$ cat config.mk
export PLATFORM = sky130hd
export DESIGN_NAME = multi_wave_lfo
export DESIGN_NICKNAME = d
export VERILOG_FILES = /design/src/rtl/core/mwlfo_pkg.sv /design/src/rtl/core/mwlfo_div.sv /design/src/rtl/core/mwlfo_dp.sv /design/src/rtl/core/mwlfo_ctrl.sv /design/src/rtl/core/multi_wave_lfo.sv
export SDC_FILE = /design/constraint.sdc
export NUM_CORES = 1
export LEC_CHECK = 0
export BUFFER_PORTS_ARGS = -buffer_cell sky130_fd_sc_hd__clkbuf_2
export CORE_MARGIN = 5
export CORE_UTILIZATION = 55
export CTS_BUF_LIST = sky130_fd_sc_hd__clkbuf_16
export DETAILED_ROUTE_END_ITERATION = 8
export PLACE_DENSITY = 0.74
export SKIP_CTS_REPAIR_TIMING = 1
export SLEW_MARGIN = 25
export SYNTH_ARGS = -nofsm -noshare
export SYNTH_HDL_FRONTEND = slang
export SYNTH_SLANG_ARGS = --single-unit
export TNS_END_PERCENT = 20
$ cat constraint.sdc
create_clock -name clk -period 4.95 [get_ports clk]
set_clock_uncertainty 0.15 [all_clocks]
set_input_delay 0.7425 -clock clk [delete_from_list [all_inputs] [get_ports clk]]
set_output_delay 0.7425 -clock clk [all_outputs]
set_load 0.005 [all_outputs]
$ cat src/rtl/core/mwlfo_pkg.sv
// Shared types and constants for the multi-wave LFO.
`timescale 1ns / 1ps
`default_nettype none

package mwlfo_pkg;

    // Waveform select codes
    localparam logic [2:0] WAVE_SAW_UP   = 3'd0;
    localparam logic [2:0] WAVE_SAW_DOWN = 3'd1;
    localparam logic [2:0] WAVE_SQUARE   = 3'd2;
    localparam logic [2:0] WAVE_TRIANGLE = 3'd3;
    localparam logic [2:0] WAVE_SKEWED   = 3'd4;

    // Configuration register indexes
    localparam int          CFG_IDX_W      = 2;
    localparam int          CFG_DATA_W     = 24;
    localparam logic [1:0]  CFG_PHASE_INC  = 2'd0;
    localparam logic [1:0]  CFG_WAVEFORM   = 2'd1;
    localparam logic [1:0]  CFG_SKEW_POINT = 2'd2;

    // Skew point is Q0.16; the divisor needs one more bit to hold 1.0
    localparam int          SKEW_W         = 16;
    localparam int          DIV_W          = SKEW_W + 1;
    localparam logic [16:0] SKEW_ONE       = 17'h10000;

    // Reset values
    localparam logic [2:0]  WAVEFORM_RST   = WAVE_TRIANGLE;
    localparam logic [15:0] SKEW_POINT_RST = 16'h8000;

    // Controller to datapath commands
    typedef struct packed {
        logic step;       // take the input transfer, advance the phase
        logic div_start;  // load the divider for the skewed shape
        logic load_out;   // shaped sample goes to the output register
    } ctrl_cmd_t;

    // Datapath to controller status
    typedef struct packed {
        logic skew_mode;  // skewed shape selected, needs the divider
        logic div_busy;   // divider still iterating
    } dp_status_t;

endpackage

`default_nettype wire

$ cat src/rtl/core/mwlfo_div.sv
// Restoring divider, one quotient bit per cycle, for the skewed wave.
`timescale 1ns / 1ps
`default_nettype none

module mwlfo_div #(
    parameter int PHASE_BITS = 24
) (
    input  wire logic                                  clk,
    input  wire logic                                  rst_n,
    input  wire logic                                  start,
    input  wire logic [PHASE_BITS+mwlfo_pkg::SKEW_W-1:0] numer,
    input  wire logic [mwlfo_pkg::DIV_W-1:0]           denom,
    output logic                                       busy,
    output logic [PHASE_BITS-1:0]                      quot
);

    localparam int CNT_W = $clog2(PHASE_BITS + 1);
    localparam int DW    = mwlfo_pkg::DIV_W;

    logic [CNT_W-1:0]      cnt_reg, cnt_next;
    logic [DW-1:0]         rem_reg, rem_next;
    logic [DW-1:0]         den_reg, den_next;
    logic [PHASE_BITS-1:0] quo_reg, quo_next;

    logic [DW:0] trial;
    logic [DW:0] diff;
    logic        fits;

    // Quotient is known to fit PHASE_BITS, so the top bits of the
    // numerator start out below the divisor.
    assign trial = {rem_reg, quo_reg[PHASE_BITS-1]};
    assign diff  = trial - {1'b0, den_reg};
    assign fits  = trial >= {1'b0, den_reg};

    always_comb
    begin
        cnt_next = cnt_reg;
        rem_next = rem_reg;
        den_next = den_reg;
        quo_next = quo_reg;
        if (start)
        begin
            cnt_next = CNT_W'(PHASE_BITS);
            rem_next = {1'b0, numer[PHASE_BITS+mwlfo_pkg::SKEW_W-1:PHASE_BITS]};
            den_next = denom;
            quo_next = numer[PHASE_BITS-1:0];
        end
        else if (cnt_reg != '0)
        begin
            cnt_next = cnt_reg - CNT_W'(1);
            rem_next = fits ? diff[DW-1:0] : trial[DW-1:0];
            quo_next = {quo_reg[PHASE_BITS-2:0], fits};
        end
    end

    always_ff @(posedge clk or negedge rst_n)
    begin
        if (!rst_n)
        begin
            cnt_reg <= '0;
        end
        else
        begin
            cnt_reg <= cnt_next;
        end
    end

    always_ff @(posedge clk)
    begin
        rem_reg <= rem_next;
        den_reg <= den_next;
        quo_reg <= quo_next;
    end

    assign busy = cnt_reg != '0;
    assign quot = quo_reg;

endmodule

`default_nettype wire

$ cat src/rtl/core/mwlfo_dp.sv
// LFO datapath: phase accumulator, skew divider setup and waveshaper.
`timescale 1ns / 1ps
`default_nettype none

module mwlfo_dp #(
    parameter int PHASE_BITS  = 24,
    parameter int SAMPLE_BITS = 16
) (
    input  wire logic                        clk,
    input  wire logic                        rst_n,
    input  wire mwlfo_pkg::ctrl_cmd_t        cmd,
    input  wire logic                        restart,
    input  wire logic [PHASE_BITS-1:0]       phase_inc,
    input  wire logic [2:0]                  waveform,
    input  wire logic [mwlfo_pkg::SKEW_W-1:0] skew_point,
    output mwlfo_pkg::dp_status_t            status,
    output logic [SAMPLE_BITS-1:0]           wave_sample,
    output logic [PHASE_BITS-1:0]            phase_now
);

    localparam int KW = mwlfo_pkg::SKEW_W;
    localparam int NW = PHASE_BITS + KW;
    localparam int VW = SAMPLE_BITS + 2;

    localparam logic signed [VW-1:0] HALF_S = VW'(1) << (SAMPLE_BITS - 1);
    localparam logic signed [VW-1:0] MAX_V  = HALF_S - VW'(1);
    localparam logic signed [VW-1:0] MIN_V  = -HALF_S;
    localparam logic [PHASE_BITS-1:0] HALF_P = PHASE_BITS'(1) << (PHASE_BITS - 1);

    logic [PHASE_BITS-1:0] phase_acc_reg, phase_acc_next;

    always_comb
    begin
        phase_acc_next = phase_acc_reg;
        if (cmd.step)
        begin
            phase_acc_next = (restart ? '0 : phase_acc_reg) + phase_inc;
        end
    end

    always_ff @(posedge clk or negedge rst_n)
    begin
        if (!rst_n)
        begin
            phase_acc_reg <= '0;
        end
        else
        begin
            phase_acc_reg <= phase_acc_next;
        end
    end

    // Skewed wave: pick the segment and set up the division
    logic [NW-1:0]                  p16;
    logic [NW-1:0]                  k_ph;
    logic                           rising;
    logic [NW-1:0]                  numer;
    logic [mwlfo_pkg::DIV_W-1:0]    denom;
    logic [PHASE_BITS-1:0]          quot;
    logic                           div_busy;

    assign p16    = {phase_acc_reg, {KW{1'b0}}};
    assign k_ph   = {skew_point, {PHASE_BITS{1'b0}}};
    assign rising = p16 < k_ph;
    assign numer  = rising ? p16 : (p16 - k_ph);
    assign denom  = rising ? {1'b0, skew_point} : (mwlfo_pkg::SKEW_ONE - {1'b0, skew_point});

    mwlfo_div #(
        .PHASE_BITS (PHASE_BITS)
    ) u_div (
        .clk   (clk),
        .rst_n (rst_n),
        .start (cmd.div_start),
        .numer (numer),
        .denom (denom),
        .busy  (div_busy),
        .quot  (quot)
    );

    // Scale a phase fraction to the sample range: frac * 2S / 2^PHASE_BITS
    logic [PHASE_BITS+SAMPLE_BITS-1:0] prod_p;
    logic [PHASE_BITS+SAMPLE_BITS-1:0] prod_q;
    logic [PHASE_BITS+SAMPLE_BITS:0]   prod_t;
    logic [SAMPLE_BITS-1:0]            u_phase;
    logic [SAMPLE_BITS-1:0]            u_quot;
    logic [SAMPLE_BITS:0]              u_tri;
    logic [PHASE_BITS-1:0]             tri_dist;

    assign tri_dist = (phase_acc_reg >= HALF_P) ? (phase_acc_reg - HALF_P)
                                                : (HALF_P - phase_acc_reg);
    assign prod_p   = {phase_acc_reg, {SAMPLE_BITS{1'b0}}};
    assign prod_q   = {quot, {SAMPLE_BITS{1'b0}}};
    assign prod_t   = {tri_dist, {(SAMPLE_BITS + 1){1'b0}}};
    assign u_phase  = prod_p[PHASE_BITS+SAMPLE_BITS-1:PHASE_BITS];
    assign u_quot   = prod_q[PHASE_BITS+SAMPLE_BITS-1:PHASE_BITS];
    assign u_tri    = prod_t[PHASE_BITS+SAMPLE_BITS:PHASE_BITS];

    logic signed [VW-1:0] shaped;

    always_comb
    begin
        case (waveform)
            mwlfo_pkg::WAVE_SAW_UP:
                shaped = $signed({2'b00, u_phase}) - HALF_S;
            mwlfo_pkg::WAVE_SAW_DOWN:
                shaped = HALF_S - $signed({2'b00, u_phase});
            mwlfo_pkg::WAVE_SQUARE:
                shaped = phase_acc_reg[PHASE_BITS-1] ? MAX_V : MIN_V;
            mwlfo_pkg::WAVE_SKEWED:
                shaped = rising ? ($signed({2'b00, u_quot}) - HALF_S)
                                : (HALF_S - $signed({2'b00, u_quot}));
            default:
                shaped = $signed({1'b0, u_tri}) - HALF_S;
        endcase
    end

    logic signed [VW-1:0] clamped;

    always_comb
    begin
        if (shaped > MAX_V)
        begin
            clamped = MAX_V;
        end
        else if (shaped < MIN_V)
        begin
            clamped = MIN_V;
        end
        else
        begin
            clamped = shaped;
        end
    end

    assign wave_sample      = clamped[SAMPLE_BITS-1:0];
    assign phase_now        = phase_acc_reg;
    assign status.skew_mode = waveform == mwlfo_pkg::WAVE_SKEWED;
    assign status.div_busy  = div_busy;

endmodule

`default_nettype wire

$ cat src/rtl/core/mwlfo_ctrl.sv
// LFO sequencer: input acceptance, divider run and output hand-off.
`timescale 1ns / 1ps
`default_nettype none

module mwlfo_ctrl (
    input  wire logic                   clk,
    input  wire logic                   rst_n,
    input  wire logic                   in_valid,
    output logic                        in_ready,
    input  wire logic                   out_free,
    input  wire mwlfo_pkg::dp_status_t  status,
    output mwlfo_pkg::ctrl_cmd_t        cmd
);

    localparam logic [1:0] ST_IDLE  = 2'd0;
    localparam logic [1:0] ST_SETUP = 2'd1;
    localparam logic [1:0] ST_DIV   = 2'd2;
    localparam logic [1:0] ST_OUT   = 2'd3;

    logic [1:0] state_reg, state_next;

    always_comb
    begin
        state_next    = state_reg;
        in_ready      = 1'b0;
        cmd.step      = 1'b0;
        cmd.div_start = 1'b0;
        cmd.load_out  = 1'b0;
        case (state_reg)
            ST_IDLE:
            begin
                in_ready = 1'b1;
                if (in_valid)
                begin
                    cmd.step   = 1'b1;
                    state_next = status.skew_mode ? ST_SETUP : ST_OUT;
                end
            end
            ST_SETUP:
            begin
                cmd.div_start = 1'b1;
                state_next    = ST_DIV;
            end
            ST_DIV:
            begin
                if (!status.div_busy)
                begin
                    state_next = ST_OUT;
                end
            end
            ST_OUT:
            begin
                if (out_free)
                begin
                    cmd.load_out = 1'b1;
                    state_next   = ST_IDLE;
                end
            end
            default:
            begin
                state_next = ST_IDLE;
            end
        endcase
    end

    always_ff @(posedge clk or negedge rst_n)
    begin
        if (!rst_n)
        begin
            state_reg <= ST_IDLE;
        end
        else
        begin
            state_reg <= state_next;
        end
    end

endmodule

`default_nettype wire

$ cat src/rtl/core/multi_wave_lfo.sv
// Multi-wave LFO top level: config registers, output register, core wiring.
//
// Phase-accumulator LFO. Each input transfer is one tick: the phase clears if
// restart is set, then advances by phase_increment modulo one, and the new
// phase is shaped into a saturated signed Q1.(SAMPLE_BITS-1) sample (saw up,
// saw down, square, triangle, or skewed saw-triangle). One result transfer
// follows each input transfer. The input is taken in the idle state; for the
// plain shapes the result is registered from the output state as soon as the
// output register is free. The skewed shape first starts a restoring divider
// in the setup state and waits in the divide state while it yields one
// quotient bit per cycle before it reaches the output state. The next input
// is accepted as soon as the previous result sits in the output register,
// even while it waits for m_tready, so a new tick can start meanwhile.
// Configuration writes are always taken (cfg_ready is tied high) and must
// only be issued while no tick is in flight; an index of 3 is ignored.
// Waveform codes 5 to 7 give the triangle.
`timescale 1ns / 1ps
`default_nettype none

module multi_wave_lfo #(
    parameter int PHASE_BITS  = 24,
    parameter int SAMPLE_BITS = 16
) (
    input  wire logic                                  clk,
    input  wire logic                                  rst_n,

    // Input stream, one tick per transfer
    input  wire logic                                  s_tvalid,
    output logic                                       s_tready,
    input  wire logic [7:0]                            s_tdata,   // [0] restart

    // Result stream
    output logic                                       m_tvalid,
    input  wire logic                                  m_tready,
    // m_tdata, lowest bit up: wave_sample, phase_now, zero pad to bytes
    output logic [((SAMPLE_BITS+PHASE_BITS+7)/8)*8-1:0] m_tdata,

    // Configuration writes
    input  wire logic                                  cfg_valid,
    output logic                                       cfg_ready,
    input  wire logic [mwlfo_pkg::CFG_IDX_W-1:0]       cfg_index,
    input  wire logic [mwlfo_pkg::CFG_DATA_W-1:0]      cfg_data
);

    localparam int OUT_W = ((SAMPLE_BITS + PHASE_BITS + 7) / 8) * 8;
    localparam int KW    = mwlfo_pkg::SKEW_W;

    // ---------------- configuration registers ----------------
    logic [PHASE_BITS-1:0] phase_inc_reg, phase_inc_next;
    logic [2:0]            waveform_reg, waveform_next;
    logic [KW-1:0]         skew_reg, skew_next;
    logic                  cfg_write;

    assign cfg_ready = 1'b1;
    assign cfg_write = cfg_valid & cfg_ready;

    always_comb
    begin
        phase_inc_next = phase_inc_reg;
        waveform_next  = waveform_reg;
        skew_next      = skew_reg;
        if (cfg_write)
        begin
            case (cfg_index)
                mwlfo_pkg::CFG_PHASE_INC:  phase_inc_next = PHASE_BITS'(cfg_data);
                mwlfo_pkg::CFG_WAVEFORM:   waveform_next  = cfg_data[2:0];
                mwlfo_pkg::CFG_SKEW_POINT: skew_next      = cfg_data[KW-1:0];
                default:                   ;  // unmapped index, write dropped
            endcase
        end
    end

    always_ff @(posedge clk or negedge rst_n)
    begin
        if (!rst_n)
        begin
            phase_inc_reg <= '0;
            waveform_reg  <= mwlfo_pkg::WAVEFORM_RST;
            skew_reg      <= mwlfo_pkg::SKEW_POINT_RST;
        end
        else
        begin
            phase_inc_reg <= phase_inc_next;
            waveform_reg  <= waveform_next;
            skew_reg      <= skew_next;
        end
    end

    // ---------------- controller and datapath ----------------
    mwlfo_pkg::ctrl_cmd_t  cmd;
    mwlfo_pkg::dp_status_t status;
    logic                  out_free;
    logic [SAMPLE_BITS-1:0] wave_sample;
    logic [PHASE_BITS-1:0]  phase_now;

    mwlfo_ctrl u_ctrl (
        .clk      (clk),
        .rst_n    (rst_n),
        .in_valid (s_tvalid),
        .in_ready (s_tready),
        .out_free (out_free),
        .status   (status),
        .cmd      (cmd)
    );

    mwlfo_dp #(
        .PHASE_BITS  (PHASE_BITS),
        .SAMPLE_BITS (SAMPLE_BITS)
    ) u_dp (
        .clk         (clk),
        .rst_n       (rst_n),
        .cmd         (cmd),
        .restart     (s_tdata[0]),
        .phase_inc   (phase_inc_reg),
        .waveform    (waveform_reg),
        .skew_point  (skew_reg),
        .status      (status),
        .wave_sample (wave_sample),
        .phase_now   (phase_now)
    );

    // ---------------- output register ----------------
    // Holds one finished result so a new tick can start while it waits.
    logic             out_valid_reg, out_valid_next;
    logic [OUT_W-1:0] out_data_reg, out_data_next;

    assign out_free = !out_valid_reg || m_tready;

    always_comb
    begin
        out_valid_next = out_valid_reg;
        out_data_next  = out_data_reg;
        if (cmd.load_out)
        begin
            out_valid_next = 1'b1;
            out_data_next  = OUT_W'({phase_now, wave_sample});
        end
        else if (m_tready)
        begin
            out_valid_next = 1'b0;
        end
    end

    always_ff @(posedge clk or negedge rst_n)
    begin
        if (!rst_n)
        begin
            out_valid_reg <= 1'b0;
        end
        else
        begin
            out_valid_reg <= out_valid_next;
        end
    end

    always_ff @(posedge clk)
    begin
        out_data_reg <= out_data_next;
    end

    assign m_tvalid = out_valid_reg;
    assign m_tdata  = out_data_reg;

endmodule

`default_nettype wire

==> flow_summary.toml, run 1 <==
[run_status]
outcome = "finished, final reports clean"

[logic_synthesis]
synth_edf_count = 97
yosysWarningCount = 0
postSynthCellCount = 1130
async_reset_ff_share_pct = 43.4
synth_area_um2 = 11200
seq_area_frac_synth_pct = 43.1
synth.avg_cell_area_um2 = 9.88
synth_ff_type = "edfxtp_1"
yosys_register_bits = 173
synth_cell_types = 81
synth_fp_nets = 1238

[clock_network]
cts_buffers = 17
clk_path_buf_depth = 2
numClockSinks = 173
cts_tree = "built"
clock_latency_ps = 440
cts-root-buf = "clkbuf_16"
clk_pin_slew_ps = 60
cts.htree.levels = 4

[worst_setup_path]
crit_end = "m_tdata[11]"
required_ps = 4990
endpoint_kind = "flip-flop"
worstReg2RegEnd = "m_tdata[11]"
path_class = "reg -> reg"
critPathLaunch = "u_dp.phase_now[8]"
regToRegStartpoint = "u_dp.phase_now[8]"
cp_cell_sequence = "inv_1 > ha_1 > fa_1 > nand2b_1 > a21oi_1 > o22ai_2 > o21ai_2 > o41a_1 > a21o_4 > mux2i_4 > o22a_2 > o22ai_4 > o31a_1"
cp_slowest_cell = "dfrtp_1"
cp_max_fo = 41
start_kind = "flip-flop"
reg2reg_slack_ps = 630
cp.arrival_ps = 4350
r2r_cells = 13
cpPeakStageDelay_ps = 460

[global_route]
grt_use_met2_pct = 37.6
use_met3_pct = 5.14
met1_usage_pct = 32.7
grt.overflow.total = 0
grt_pass1_vias = 8379
grt_busiest_layer = "met2"
grt_max_degree = 80
gr-usage-all-layers_pct = 23.7
grt_pass1_wl_um = 44400
antenna_found_initial = 0

[route]
vias = 8793
wirelength_um = 27800
drc = 0
dr.pass1.iters = 6
antenna_left = 0
vias_per_cell = 5.97
drtIter0Drc = 819
wire_per_inst_um = 18.9

[worst_hold_path]
hold_class = "in -> async"

[die]
die-area_um2 = 23200
core-area_um2 = 20100
start_util_pct = 55.5
pin_count = 82
die_x_um = 152
die_h_um = 152
rows = 52

[power]
cellLeakagePower_uw = 0.00532
p_per_area_nw_per_um2 = 736
peakVddDrop_uv = 341

[placed_design]
dp.final_hpwl_um = 19900
dp_slack_ps = 712
port-buffer-count = 73
gp_congestion = 0.936
place_inst = 1441

[sta]
fin_crit_ps = 4320
fmax_ghz = 0.232
hold_violations = 0
setup_violations = 0
setup_slack_ps = 631
rsz0062_at_grt = "false"
tns_ps = 0
holdWs_ps = 154
drv_slew = 0
relSlewSlack_pct = 34.8
tightestPinTransition_ps = 974
min_period_over_period_pct = 87.2

[job]
max-cap-violations = 0

[layout]
seq_area_um2 = 4810
drive_gt1_share_pct = 16.7
antenna_cells = 0
utilization_pct = 61.9
fin_nets = 1298
area_growth_pct = 11.5
largest_reg_flops = 40
multi_input_area_um2 = 5910
filler_cell_count = 1651
finalNonFillerCells = 1473
final_cell_mix = "nand2_1, edfxtp_1, a21oi_1"
## synthesized netlist by cell type, types with 4 or more instances
cell / n / area share, %
a211oi_1: 17 / 1.1
a21o_1: 28 / 1.9
a21oi_1: 81 / 3.6
a221o_1: 4 / 0.36
a221oi_1: 5 / 0.39
a31o_1: 10 / 0.78
a31oi_1: 14 / 0.78
and2_1: 6 / 0.34
and3_1: 5 / 0.28
buf_2: 8 / 0.36
clkbuf_1: 36 / 1.2
dfrtp_1: 72 / 16
edfxtp_1: 97 / 26
ha_1: 66 / 7.4
inv_1: 66 / 2.2
mux2_2: 52 / 5.2
nand2_1: 97 / 3.3
nand2b_1: 19 / 1.1
nand3_1: 16 / 0.72
nand4_1: 5 / 0.28
nor2_1: 73 / 2.5
nor2b_1: 43 / 2.4
nor3_1: 18 / 0.81
nor3b_1: 4 / 0.27
nor4_1: 7 / 0.39
o211ai_1: 5 / 0.34
o21a_1: 4 / 0.27
o21ai_0: 80 / 3.6
o21bai_1: 4 / 0.27
o31ai_1: 9 / 0.61
or2_2: 5 / 0.28
or3_1: 6 / 0.34
or4_1: 4 / 0.27
xnor2_1: 63 / 4.9
xor2_1: 31 / 2.4
## where the power goes
group | internal (µW) | leakage (µW) | total, µW | switching, µW
logic | 2120 | 0.00312 | 4970 | 2850
clock network | 836 | 0.000316 | 1420 | 585
registers | 2300 | 0.00189 | 2780 | 478
## final cells by class
cell class	instances	area share [%]
tap	270	2.71
clock inverter	12	1.04
multi-input combinational	842	47.5
timing repair buffer	90	4.11
sequential	173	38.7
clock buffer	20	4.02
inverter	66	1.99
## metal layers
layer / up-vias / routed length (µm)
met4: 0 / 690
met1: 4246 / 12500
met2: 286 / 12800
met3: 57 / 1850
li1: 4204 / -
met5: - / 0
## worst max-delay path: cells and delay by family (launching register included)
kind                     cells  cell delay, ps
AO/OA/AOI/OAI                8            2090
adder cells (fa/ha/maj)      2             690
buffers and inverters        1             160
flip-flops                   1             460
multiplexers                 1             340
AND/OR/NAND/NOR              1             180
## logic make-up after synthesis
| family | Yosys count | synth area share [%] |
|---|---|---|
| and+or+nand+nor | 322 | 14.3 |
| AOI/OAI and AO/OA | 302 | 17.6 |
| DFF | 173 | 43.1 |
| buffers and inverters | 115 | 4.12 |
| xor gates and xnor gates | 94 | 7.38 |
| adders and majority gates | 69 | 7.94 |
| muxes | 54 | 5.54 |
| other | 1 | 0.0336 |
## worst min-delay path by stage
| stage | start | to |
|---|---|---|
| 4_1_cts | rst_n | u_dp.u_div.cnt_reg[2] |
| 6_report | rst_n | u_dp.u_div.cnt_reg[2] |
| 3_5_place_dp | u_dp.u_div.rem_reg[16] | u_dp.u_div.rem_reg[16] |
| 3_3_place_gp | u_dp.u_div.rem_reg[16] | u_dp.u_div.rem_reg[16] |
| 5_1_grt | rst_n | u_dp.u_div.cnt_reg[1] |
| 2_1_floorplan | rst_n | m_tvalid |
## per-stage QoR
step / total power, µW / cell area, µm²
after floorplan: 6370 / 11200
after global placement: 7520 / 11800
after detailed placement: 7650 / 11800
after CTS: 9120 / 12400
after global routing: 9840 / 12400
final: 9160 / 12400
No activity file was read; power rests on OpenSTA's default activity.
==> run 2: changes to the inputs <==
Settings changed: BUFFER_PORTS_ARGS -buffer_cell sky130_fd_sc_hd__clkbuf_2 to unset, DONT_BUFFER_PORTS set to 1, PLACE_DENSITY 0.74 to 0.7.
==> run 2 against run 1 <==
Against the previous run:
- worst setup slack worse by 37 ps
- fmax down 0.85%
- sequential power about the same
- via count down 3.3%
- final cell count down 4.6%
- combinational power down 4%
- critical endpoint is now m_tdata[1]
==> flow_summary.toml, run 2 (synthesis gave the netlist of run 1 again) <==
[run_status]
outcome = "finished, final reports clean"

[placed_design]
dp.final_hpwl_um = 19800
place_inst = 1369
port-buffer-count = 0
gp_congestion = 0.923

[worst_setup_path]
worstReg2RegEnd = "m_tdata[1]"
cp_max_fo = 41
regToRegStartpoint = "u_dp.phase_now[8]"
path_class = "reg -> reg"
endpoint_kind = "flip-flop"
required_ps = 4990
start_kind = "flip-flop"
reg2reg_slack_ps = 590
cpMostUsedCell = "a21oi_1"
cp_cell_sequence = "inv_1 > ha_1 > fa_1 > nand2b_1 > a21oi_1 > o22ai_2 > o21ai_2 > o41a_1 > a21o_4 > mux2_2 > a221oi_1 > a21oi_1 > o21a_1"
r2r_cells = 13
cpPeakStageDelay_ps = 510
cp.arrival_ps = 4400
cp_slowest_cell = "dfrtp_1"

[die]
die-area_um2 = 23200
start_util_pct = 55.5
rows = 52
die_x_um = 152
pin_count = 82
die_h_um = 152
core-area_um2 = 20100

[clock_network]
cts-root-buf = "clkbuf_16"
numClockSinks = 173
clock_latency_ps = 440
clk_path_buf_depth = 2
cts_tree = "built"
clk_pin_slew_ps = 70
cts_buffers = 17
cts.htree.levels = 4

[layout]
utilization_pct = 59.9
area_growth_pct = 7.89
drive_gt1_share_pct = 11.3
finalNonFillerCells = 1405
fin_nets = 1228
filler_cell_count = 1668
final_cell_mix = "nand2_1, edfxtp_1, a21oi_1"
largest_reg_flops = 40
seq_area_um2 = 4810
multi_input_area_um2 = 5900

[sta]
rsz0062_at_grt = "false"
holdWs_ps = 22.5
fin_crit_ps = 4360
relSlewSlack_pct = 35.9
fmax_ghz = 0.230
tns_ps = 0
hold_violations = 0
setup_violations = 0
tightestPinTransition_ps = 959
min_period_over_period_pct = 88.0
drv_slew = 0

[global_route]
grt_pass1_wl_um = 43700
grt.overflow.total = 0
antenna_found_initial = 2
gr-usage-all-layers_pct = 23.4
grt_pass1_vias = 8087
grt_max_degree = 80

[route]
wirelength_um = 27800
wire_per_inst_um = 19.8
antenna_left = 0
drtIter0Drc = 934
vias = 8507
vias_per_cell = 6.05
dr.pass1.iters = 6
drc = 0

[power]
p_per_area_nw_per_um2 = 735
power_frac_seq_pct = 31.7
combPwrFrac_pct = 54.0
clockPowerShare_pct = 14.3
peakVddDrop_uv = 352
power_switching_uw = 3820
internal_power_uw = 5040
swShare_pct = 43.1
cellLeakagePower_uw = 0.00501

[worst_hold_path]
hold_class = "in -> async"

[job]
max-cap-violations = 0
-- run 2: worst max path at each step --
stage	cells past startpoint	to	slack (ps)	from
global placement	13	m_tdata[11]	810	u_dp.phase_now[8]
global route	13	m_tdata[1]	350	u_dp.phase_now[8]
detailed placement	13	m_tdata[1]	680	u_dp.phase_now[8]
CTS	13	m_tdata[1]	670	u_dp.phase_now[8]
floorplan	13	u_dp.phase_now[23]	1480	s_tdata[0]
finish	13	m_tdata[1]	590	u_dp.phase_now[8]
-- run 2: worst max-delay path: cells and delay by family (launching register included) --
| kind | cells | cell delay [ps] |
|---|---|---|
| AOI/OAI and AO/OA | 8 | 2040 |
| adders and majority gates | 2 | 670 |
| DFF | 1 | 510 |
| muxes | 1 | 390 |
| buffers and inverters | 1 | 170 |
| and+or+nand+nor | 1 | 170 |
-- run 2: routing by layer --
metal	global-route usage (%)	vias up	wire [µm]
li1	-	4051	-
met1	32.0	4083	12000
met2	36.6	308	12800
met3	5.77	61	2140
met4	8.40	4	796
met5	0	-	27
-- run 2: area by class of cell --
class | instances | share of cell area (%)
flip-flops and latches | 173 | 40.0
clock inverters | 13 | 0.623
clock buffers | 19 | 3.95
diodes | 2 | 0.0416
inverters | 66 | 2.06
repair buffers | 20 | 1.54
well taps | 270 | 2.80
multi-input cells | 842 | 49.0
-- run 2: per-stage QoR --
stage / setup slack (ps) / area, µm² / total power, µW
2_1_floorplan: 1480 / 11200 / 6370
3_3_place_gp: 809 / 11400 / 7420
3_5_place_dp: 681 / 11400 / 7510
4_1_cts: 668 / 12000 / 8800
5_1_grt: 345 / 12000 / 9530
6_report: 594 / 12000 / 8860
-- run 2: power groups by stage --
stage	registers (µW)	logic (µW)	clock network (µW)
floorplan	2610	3760	0
global placement	2810	4600	0
detailed placement	2820	4690	0
CTS	2800	4720	1280
global route	2860	5320	1350
finish	2810	4780	1270
